--- config.mk ---
export PLATFORM = sky130hd
export DESIGN_NAME = multi_reader_ring_fifo
export DESIGN_NICKNAME = d
export VERILOG_FILES = /design/src/rtl/mrrf_pkg.sv /design/src/rtl/multi_reader_ring_fifo.sv
export SDC_FILE = /design/constraint.sdc
export NUM_CORES = 1
export LEC_CHECK = 0
export BUFFER_PORTS_ARGS = -buffer_cell sky130_fd_sc_hd__buf_4
export CORE_MARGIN = 4
export CORE_UTILIZATION = 57
export CTS_CLUSTER_DIAMETER = 30
export CTS_CLUSTER_SIZE = 12
export DETAILED_ROUTE_END_ITERATION = 8
export GPL_TIMING_DRIVEN = 0
export PLACE_DENSITY_LB_ADDON = 0.05
export SYNTH_ARGS = -nofsm -noshare
export SYNTH_HDL_FRONTEND = slang
export SYNTH_SLANG_ARGS = --single-unit
--- constraint.sdc ---
create_clock -name clk -period 4.6 [get_ports clk]
set_input_delay 1.38 -clock clk [delete_from_list [all_inputs] [get_ports clk]]
set_output_delay 1.38 -clock clk [all_outputs]
set_load 0.02 [all_outputs]
--- src/rtl/mrrf_pkg.sv ---
// Shared constants for the multi-reader ring FIFO: status codes, access modes,
// field widths and default sizes. No dependencies.
`default_nettype none

package mrrf_pkg;

    localparam int DEPTH_DEF   = 64;
    localparam int READERS_DEF = 5;

    localparam int DATA_W   = 8;
    localparam int READER_W = 3;
    localparam int CFG_W    = 3;
    localparam int STATUS_W = 2;

    localparam logic [CFG_W-1:0] CFG_RESET = 3'd5;

    localparam logic MODE_WRITE = 1'b0;
    localparam logic MODE_READ  = 1'b1;

    localparam logic [STATUS_W-1:0] ST_OK       = 2'd0;
    localparam logic [STATUS_W-1:0] ST_FULL     = 2'd1;
    localparam logic [STATUS_W-1:0] ST_EMPTY    = 2'd2;
    localparam logic [STATUS_W-1:0] ST_INACTIVE = 2'd3;

endpackage

`default_nettype wire

--- src/rtl/multi_reader_ring_fifo.sv ---
// Broadcast ring FIFO, one writer and several readers, top level.
// Depends on mrrf_pkg for status codes, widths and defaults.
`default_nettype none

// One transfer in, one result out. An item is taken every cycle while in_stall
// is low: the ring is a single-port memory addressed in the cycle of acceptance,
// and the result (status, slot and, for a good read, the byte) sits in the
// output register in the next cycle. While that result is stalled, in_stall is
// high; a result taken in the same cycle lets the next item in. Readers
// 0 .. readers_in_use-1 are active, with readers_in_use above READERS counting
// as READERS. A write needs room in every active reader, else it gets ST_FULL;
// inactive readers keep their pointer and count. No clearing pass after reset.
module multi_reader_ring_fifo #(
    parameter int DEPTH   = mrrf_pkg::DEPTH_DEF,
    parameter int READERS = mrrf_pkg::READERS_DEF,
    localparam int AW     = (DEPTH > 2) ? $clog2(DEPTH) : 1,
    localparam int CW     = $clog2(DEPTH + 1)
) (
    input  wire logic                           clk,
    input  wire logic                           rst_n,

    input  wire logic                           cfg_wr_en,
    input  wire logic [mrrf_pkg::CFG_W-1:0]     cfg_wr_data,

    input  wire logic                           in_valid,
    output      logic                           in_stall,
    input  wire logic                           mode,
    input  wire logic [mrrf_pkg::READER_W-1:0]  reader,
    input  wire logic [mrrf_pkg::DATA_W-1:0]    data_in,

    output      logic                           out_valid,
    input  wire logic                           out_stall,
    output      logic [mrrf_pkg::STATUS_W-1:0]  status,
    output      logic [mrrf_pkg::DATA_W-1:0]    data_out,
    output      logic [AW-1:0]                  slot
);

    logic [mrrf_pkg::CFG_W-1:0]    cfg_reg;

    logic [AW-1:0]                 wr_ptr_reg;
    logic [AW-1:0]                 wr_ptr_next;
    logic [AW-1:0]                 rd_ptr_reg  [READERS];
    logic [AW-1:0]                 rd_ptr_next [READERS];
    logic [CW-1:0]                 cnt_reg     [READERS];
    logic [CW-1:0]                 cnt_next    [READERS];

    logic [mrrf_pkg::DATA_W-1:0]   mem [DEPTH];
    logic [mrrf_pkg::DATA_W-1:0]   rd_data_reg;

    logic                          out_valid_reg;
    logic                          out_valid_next;
    logic [mrrf_pkg::STATUS_W-1:0] status_reg;
    logic [mrrf_pkg::STATUS_W-1:0] status_next;
    logic [AW-1:0]                 slot_reg;
    logic [AW-1:0]                 slot_next;
    logic                          rd_ok_reg;
    logic                          rd_ok_next;

    logic [READERS-1:0]            active;
    logic                          full;
    logic                          rd_active;
    logic [AW-1:0]                 sel_ptr;
    logic [CW-1:0]                 sel_cnt;
    logic                          accept;
    logic                          wr_fire;
    logic                          rd_fire;

    function automatic logic [AW-1:0] wrap_inc(input logic [AW-1:0] p);
        return (p == AW'(DEPTH - 1)) ? '0 : p + AW'(1);
    endfunction

    assign in_stall = out_valid_reg && out_stall;
    assign accept   = in_valid && !in_stall;

    always_comb
    begin
        full    = 1'b0;
        sel_ptr = '0;
        sel_cnt = '0;
        for (int i = 0; i < READERS; i++)
        begin
            active[i] = int'(cfg_reg) > i;
            if (active[i] && cnt_reg[i] == CW'(DEPTH))
            begin
                full = 1'b1;
            end
            if (int'(reader) == i)
            begin
                sel_ptr = rd_ptr_reg[i];
                sel_cnt = cnt_reg[i];
            end
        end
        rd_active = (int'(reader) < READERS) && (int'(reader) < int'(cfg_reg));
    end

    always_comb
    begin
        rd_ok_next  = 1'b0;
        status_next = mrrf_pkg::ST_OK;
        slot_next   = '0;
        if (mode == mrrf_pkg::MODE_WRITE)
        begin
            status_next = full ? mrrf_pkg::ST_FULL : mrrf_pkg::ST_OK;
            slot_next   = wr_ptr_reg;
        end
        else if (!rd_active)
        begin
            status_next = mrrf_pkg::ST_INACTIVE;
        end
        else if (sel_cnt == '0)
        begin
            status_next = mrrf_pkg::ST_EMPTY;
            slot_next   = sel_ptr;
        end
        else
        begin
            rd_ok_next = 1'b1;
            slot_next  = sel_ptr;
        end
    end

    assign wr_fire = accept && (mode == mrrf_pkg::MODE_WRITE) && !full;
    assign rd_fire = accept && rd_ok_next;

    always_comb
    begin
        wr_ptr_next = wr_fire ? wrap_inc(wr_ptr_reg) : wr_ptr_reg;
        for (int i = 0; i < READERS; i++)
        begin
            rd_ptr_next[i] = rd_ptr_reg[i];
            cnt_next[i]    = cnt_reg[i];
            if (wr_fire && active[i])
            begin
                cnt_next[i] = cnt_reg[i] + CW'(1);
            end
            if (rd_fire && int'(reader) == i)
            begin
                rd_ptr_next[i] = wrap_inc(rd_ptr_reg[i]);
                cnt_next[i]    = cnt_reg[i] - CW'(1);
            end
        end
        if (accept)
        begin
            out_valid_next = 1'b1;
        end
        else
        begin
            out_valid_next = out_valid_reg && out_stall;
        end
    end

    always_ff @(posedge clk or negedge rst_n)
    begin
        if (!rst_n)
        begin
            cfg_reg       <= mrrf_pkg::CFG_RESET;
            wr_ptr_reg    <= '0;
            out_valid_reg <= 1'b0;
            for (int i = 0; i < READERS; i++)
            begin
                rd_ptr_reg[i] <= '0;
                cnt_reg[i]    <= '0;
            end
        end
        else
        begin
            if (cfg_wr_en)
            begin
                cfg_reg <= cfg_wr_data;
            end
            wr_ptr_reg    <= wr_ptr_next;
            out_valid_reg <= out_valid_next;
            for (int i = 0; i < READERS; i++)
            begin
                rd_ptr_reg[i] <= rd_ptr_next[i];
                cnt_reg[i]    <= cnt_next[i];
            end
        end
    end

    always_ff @(posedge clk)
    begin
        if (accept)
        begin
            status_reg <= status_next;
            slot_reg   <= slot_next;
            rd_ok_reg  <= rd_ok_next;
        end
    end

    // ring memory: write on a good write, registered read on a good read
    always_ff @(posedge clk)
    begin
        if (wr_fire)
        begin
            mem[wr_ptr_reg] <= data_in;
        end
        if (rd_fire)
        begin
            rd_data_reg <= mem[sel_ptr];
        end
    end

    assign out_valid = out_valid_reg;
    assign status    = status_reg;
    assign slot      = slot_reg;
    assign data_out  = rd_ok_reg ? rd_data_reg : '0;

`ifndef SYNTHESIS
    a_hold_when_stalled: assert property (@(posedge clk) disable iff (!rst_n)
        out_valid_reg && out_stall |=> out_valid_reg && $stable(status_reg)
            && $stable(slot_reg) && $stable(data_out))
        else $error("stalled result changed");

    a_write_advances: assert property (@(posedge clk) disable iff (!rst_n)
        wr_fire |=> wr_ptr_reg != $past(wr_ptr_reg))
        else $error("write pointer did not advance");

    a_read_result: assert property (@(posedge clk) disable iff (!rst_n)
        rd_fire |=> out_valid_reg && status_reg == mrrf_pkg::ST_OK && rd_ok_reg)
        else $error("good read not reported");
`endif

endmodule

`default_nettype wire

; ---- After elaboration in Yosys (flattened, before gate mapping)
; Memories as Yosys holds them, arrays and structs flattened. A register that Yosys moved wholly into a read port is not among the register bits.
; Cells that the tools add are included.
[classes]
n_addsub = 16
n_mul = 0
n_div = 0
magnitude_cmp = 7
n_eq_ne = 15
n_shift = 0
n_mux = 44
bitwise_logic = 1
n_reduce_logical = 30
[op_table]
columns = op, n
row1 = $mux W7, 15
row2 = $mux W6, 13
row3 = $add A6 B1 Y6 const B, 6
row4 = $eq A6 B6 Y1 const B, 6
row5 = $add A7 B1 Y7 const B, 5
row6 = $eq A7 B7 Y1 const B, 5
row7 = $sub A7 B1 Y7 const B, 5
row8 = $logic_and A1 B1 Y1, 21
row9 = $mux W1, 12
row10 = $reduce_bool A2 Y1, 5
row11 = $eq A3 B3 Y1 const B, 3
row12 = $mux W8, 1
row13 = $logic_not A7 Y1, 1
row14 = $gt A3 B1 Y1 const B, 2
row15 = $gt A3 B2 Y1 const B, 2
row16 = $mux W2, 3
row17 = $eq A3 B2 Y1 const B, 1
row18 = $gt A3 B3 Y1 const B, 1
row19 = $logic_not A3 Y1, 1
row20 = $lt A3 B3 Y1, 1
row21 = $lt A3 B3 Y1 const B, 1
row22 = $logic_not A1 Y1, 2
row23 = $not A1 Y1, 1
[word_totals]
reg_bits = 84
latchBits = 0
ram_bits = 512
romBits = 0
in_bits = 20
out_inout_bits = 18
word_cells = 130
memories = 1
[mem_list]
columns = memory, depth, width, read_ports, rd_ports_with_merged_regs, write_ports, line_no
row1 = mem, 64, 8, 1, 1, 1, multi_reader_ring_fifo.sv:47  ; logic [mrrf_pkg::DATA_W-1:0] mem [DEPTH];

; ---- Depth between registers and ports, before layout
[logic_depth]
word_depth = 13
ltp_mapped = 16
ltp_nobuf = 16

; ---- Worst setup path after synthesis
; Ideal clock, no wire load.
[synth_timing]
path_kind = input to register
from = input reader[1] (netlist bit)
to = register cnt_reg[26] (netlist bit)
setup_time_ns = 0.128
t_arrival_ns = 4.064
t_required_ns = 4.472
slack_ns = 0.409
path_stages = 14
path_buffers = 1
cell_sequence = buf_2 -> or2_2 -> o21ai_0 -> nand4_1 -> and2b_4 -> nand3_2 -> inv_1 -> ha_1 -> a21o_1 -> a21oi_1 -> o21bai_1 -> a21oi_1 -> xnor2_1 -> mux2_1
[synth_via]
elab_chain_len = 13
word_cells_on_any_way = 21
classes_between = 2 x order compare / 4 x eq/ne / 9 x mux / 6 x reduce/logical
[synth_lines]
columns = item, line_no
row1 = from (decl), multi_reader_ring_fifo.sv:28  ; input wire logic [mrrf_pkg::READER_W-1:0] reader,
row2 = $logic_not A3 Y1, multi_reader_ring_fifo.sv:87  ; if (int'(reader) == i)
row3 = $mux W7 (5 in series), multi_reader_ring_fifo.sv:87
row4 = $logic_not A7 Y1, multi_reader_ring_fifo.sv:110  ; else if (sel_cnt == '0)
row5 = $mux W1, multi_reader_ring_fifo.sv:110
row6 = $mux W1, multi_reader_ring_fifo.sv:106  ; else if (!rd_active)
row7 = $mux W1, multi_reader_ring_fifo.sv:101  ; if (mode == mrrf_pkg::MODE_WRITE)
row8 = $logic_and A1 B1 Y1, multi_reader_ring_fifo.sv:123  ; assign rd_fire = accept && rd_ok_next;
row9 = $logic_and A1 B1 Y1 *, multi_reader_ring_fifo.sv:136  ; if (rd_fire && int'(reader) == i)
row10 = $mux W7 / $reduce_bool A2 Y1 (equally long branches), --
row11 = "to (signal, indexed assignment)", multi_reader_ring_fifo.sv:176  ; cnt_reg[i] <= cnt_next[i];
row12 = to (decl), multi_reader_ring_fifo.sv:44  ; logic [CW-1:0] cnt_reg [READERS];
; Mark *: on every way between the ends. The rest lies on a longest branch, timed or not.
; A chain may end at the register's enable or synchronous reset.

; ---- Worst setup path after layout
[layout_timing]
from = input reader[2] (netlist bit)
to = register rd_data_reg[2] (netlist bit) (read register of mem) (data pin)
[layout_via]
elab_chain_len = 11
word_cells_on_any_way = 23
classes_between = 2 x order compare / 4 x eq/ne / 13 x mux / 4 x reduce/logical
[layout_lines]
columns = item, line_no
row1 = $logic_not A3 Y1, multi_reader_ring_fifo.sv:87
row2 = $mux W7 (5 in series), multi_reader_ring_fifo.sv:87
row3 = $logic_not A7 Y1, multi_reader_ring_fifo.sv:110
row4 = $mux W1, multi_reader_ring_fifo.sv:110
row5 = $mux W1, multi_reader_ring_fifo.sv:106
row6 = $mux W1, multi_reader_ring_fifo.sv:101
row7 = $logic_and A1 B1 Y1, multi_reader_ring_fifo.sv:123
row8 = to (decl), multi_reader_ring_fifo.sv:48  ; logic [mrrf_pkg::DATA_W-1:0] rd_data_reg;
; Parallel ways exist; a longest one is shown, timed or not.

==> reports/results.ini <==
[synthesis]
synth_top_cell_by_area = edfxtp_1
async_reset_ff_frac = 0.124
synth_area_per_cell_um2 = 13.5
synth_top_area_frac = 0.622
ys_seq_area_frac = 0.696
ys_seq_elements = 604
synth_edf_count = 529
ys.flop_type = edfxtp_1
syn_inst = 1890
synth_cell_types = 64
syn_area_um2 = 25500
synth_fp_nets = 1948
yosys_warnings = 0
synthTopCellsByArea = edfxtp_1, dfrtp_1, mux2i_1

[critical_path]
critPathCaptureType = flip-flop
cp_max_fo = 10
worstPathCellList = buf_4 -> clkbuf_1 -> and3b_1 -> a21oi_1 -> o22ai_1 -> buf_4 -> clkbuf_1 -> a31oi_1 -> and3_1 -> nor4_1 -> nor4_1
cp-startpoint = reader[2]
arrival_ns = 4.90
r2r-start = cfg_reg[2]
crit_family = buffers and inverters
crit_path_max_incr_delay_ns = 0.63
path_class = in2reg
critPathSlowestCell = nor4_1
worstPathRequired_ns = 4.94
startpoint_type = input pin
critPathBufInv = 4

[route]
drt_pass1_iterations = 5
vias = 16700
vias_per_cell = 6.11
wirelength_mm = 68.3
drc = 0
drtIter0Drc = 2049
ant_nets = 0
wl_per_cell_um = 25.0

[clocking]
clock_latency_ns = 0.65
cts_inserted_buffers = 117
cts_tree = built
clock-root-buffer = clkbuf_16
post_cts_buffers = 0
cts_htree_levels = 3
clock_path_buffers = 3
clock_sinks = 604
clk_pin_slew_ns = 0.05

[global_route]
grt_pass1_vias = 16600
grt_overflow = 0
grt_usage = 0.287
grt_max_degree = 76
grt_first_pass_wirelength_mm = 102
antenna_found_initial = 1

[sta]
max_freq_ghz = 0.219
maxSlewViolCount = 0
worst_slew_pin_slew_ns = 1.05
setup_viol = 0
rsz0062_at_grt = false
whs_ns = 0.486
period_share = 0.991
skew_ns = 0.0257
finalHoldViolCount = 0
slew_headroom = 0.299
layout_min_cycle_time_ns = 4.56

[outcome]
outcome = finished clean

[floorplanning]
io_pins = 38
initial_core_util = 0.577
placementRows = 77
dieArea_um2 = 48200
chipWidth_um = 220
core_area_um2 = 44200
die_h_um = 220

[finish]
layout.cells.non_filler = 2738
layout_commonest_cell = edfxtp_1
largest_register_ffs = 512
n_fill_cell = 3046
drive_gt1_frac = 0.148
regArea_um2 = 17800
multi_input_area_um2 = 7110
fin_util = 0.690
finalNetCount = 2104
area_growth_pct = 19.5
diodes = 0
final_cell_mix = edfxtp_1, nand2_1, mux2i_1, clkbuf_16, nor2_1

[placed_design]
gp_congestion = 0.879
place_inst = 2519
dp_hpwl_mm = 44.2
port_buffers = 37

[hold_path]
min_path_type = reg2reg
worstHoldStart = cnt_reg[13]

[run]
drv_cap = 0

[power_and_ir_drop]
power_leakage_uw = 0.0117
power_density_nw_per_um2 = 549
ir_drop_mv = 0.397

[where the power goes]
group | internal [uW] | leakage (uW) | switching, uW | total [uW]
clock network | 5590 | 0.00188 | 2780 | 8370
logic | 682 | 0.00408 | 1310 | 1990
registers | 6210 | 0.00574 | 165 | 6380
total | 12500 | 0.0117 | 4250 | 16700
[worst paths after layout]
| path | to | slack, ns | cells after the start |
|---|---|---|---|
| min in group asynchronous | cnt_reg[2] | 0.88 | 1 |
| worst max register to register | cnt_reg[26] | 0.38 | 15 |
| worst min-delay path | cnt_reg[13] | 0.49 | 1 |
| worst min register to register | cnt_reg[13] | 0.49 | 1 |
| worst max-delay path | rd_data_reg[2] | 0.04 | 11 |
| max in group asynchronous | cnt_reg[31] | 2.98 | 1 |
[cells in the mapped netlist (3+ instances only)]
cell and n:
nand2_1 338, and2_1 11, o31ai_1 6, buf_4 14, fa_1 5, nand3_1 60, a32oi_1 30, mux2_2 9
a31oi_1 35, inv_2 3, nor3_1 9, or3_1 4, nand3_2 3, a21oi_1 68, buf_6 9, and3_1 32
clkbuf_1 31, dfrtp_1 73, mux2_1 5, inv_1 36, o21bai_1 10, nor4_1 41, nand4_1 10, or4_1 5
xor2_1 13, nor2b_1 7, mux2i_1 131, a22oi_1 3, ha_1 33, nand2b_1 4, o22ai_1 36, nor2_1 88
a211o_1 4, o21a_1 3, xnor2_1 30, nand3b_1 3, o21ai_0 71, edfxtp_1 529, buf_2 36, a21o_1 17
[worst register-to-register path, delay by kind of cell, from the launching register on]
family                     cells  cell delay, ns
AOI/OAI and AO/OA              5            1.01
adders and majority gates      2            0.54
DFF                            1            0.51
xor gates and xnor gates       1            0.08
muxes                          1            0.28
buffers and inverters          3            0.76
and+or+nand+nor                3            0.91
[layout make-up]
cell class                      count  share of cell area
Clock inverter                     79              0.0282
Clock buffer                      140               0.101
Timing Repair Buffer               37             0.00910
Inverter                           39             0.00492
Multi-Input combinational cell   1154               0.233
Tap cell                          592              0.0243
Sequential cell                   604               0.582
Buffer                             93              0.0169
[cell families after synthesis]
kind of cell | share of synthesized area
compound gates | 0.0746
xor+xnor | 0.0148
fa+ha+maj | 0.0201
buf+inv | 0.0259
flops | 0.696
mux | 0.0584
simple gates | 0.110
[per-layer routing]
layer / track usage / vias up / wire length [um]
met3: 0.0705 / 200 / 6160
met4: 0.114 / 2 / 2850
met1: 0.387 / 8288 / 27600
met5: 0 / - / 7
met2: 0.456 / 808 / 31700
li1: - / 7426 / -
[per-stage QoR]
step | cell area, um2 | setup slack [ns] | TNS [ns] | total power (uW)
2_1_floorplan | 25500 | 0.409 | 0 | 7710
3_3_place_gp | 26500 | -0.663 | -5.78 | 8370
3_5_place_dp | 26500 | -0.585 | -5.76 | 8430
4_1_cts | 30500 | 0.0803 | 0 | 16800
5_1_grt | 30500 | 0.0358 | 0 | 17300
6_report | 30500 | 0.0432 | 0 | 16700
[what timing repair did]
item,in CTS,in global routing
resized for setup,0,3
endpoints found under the setup margin,0,6
hold buffers,0,0
No activity file was read; power rests on OpenSTA's default activity.
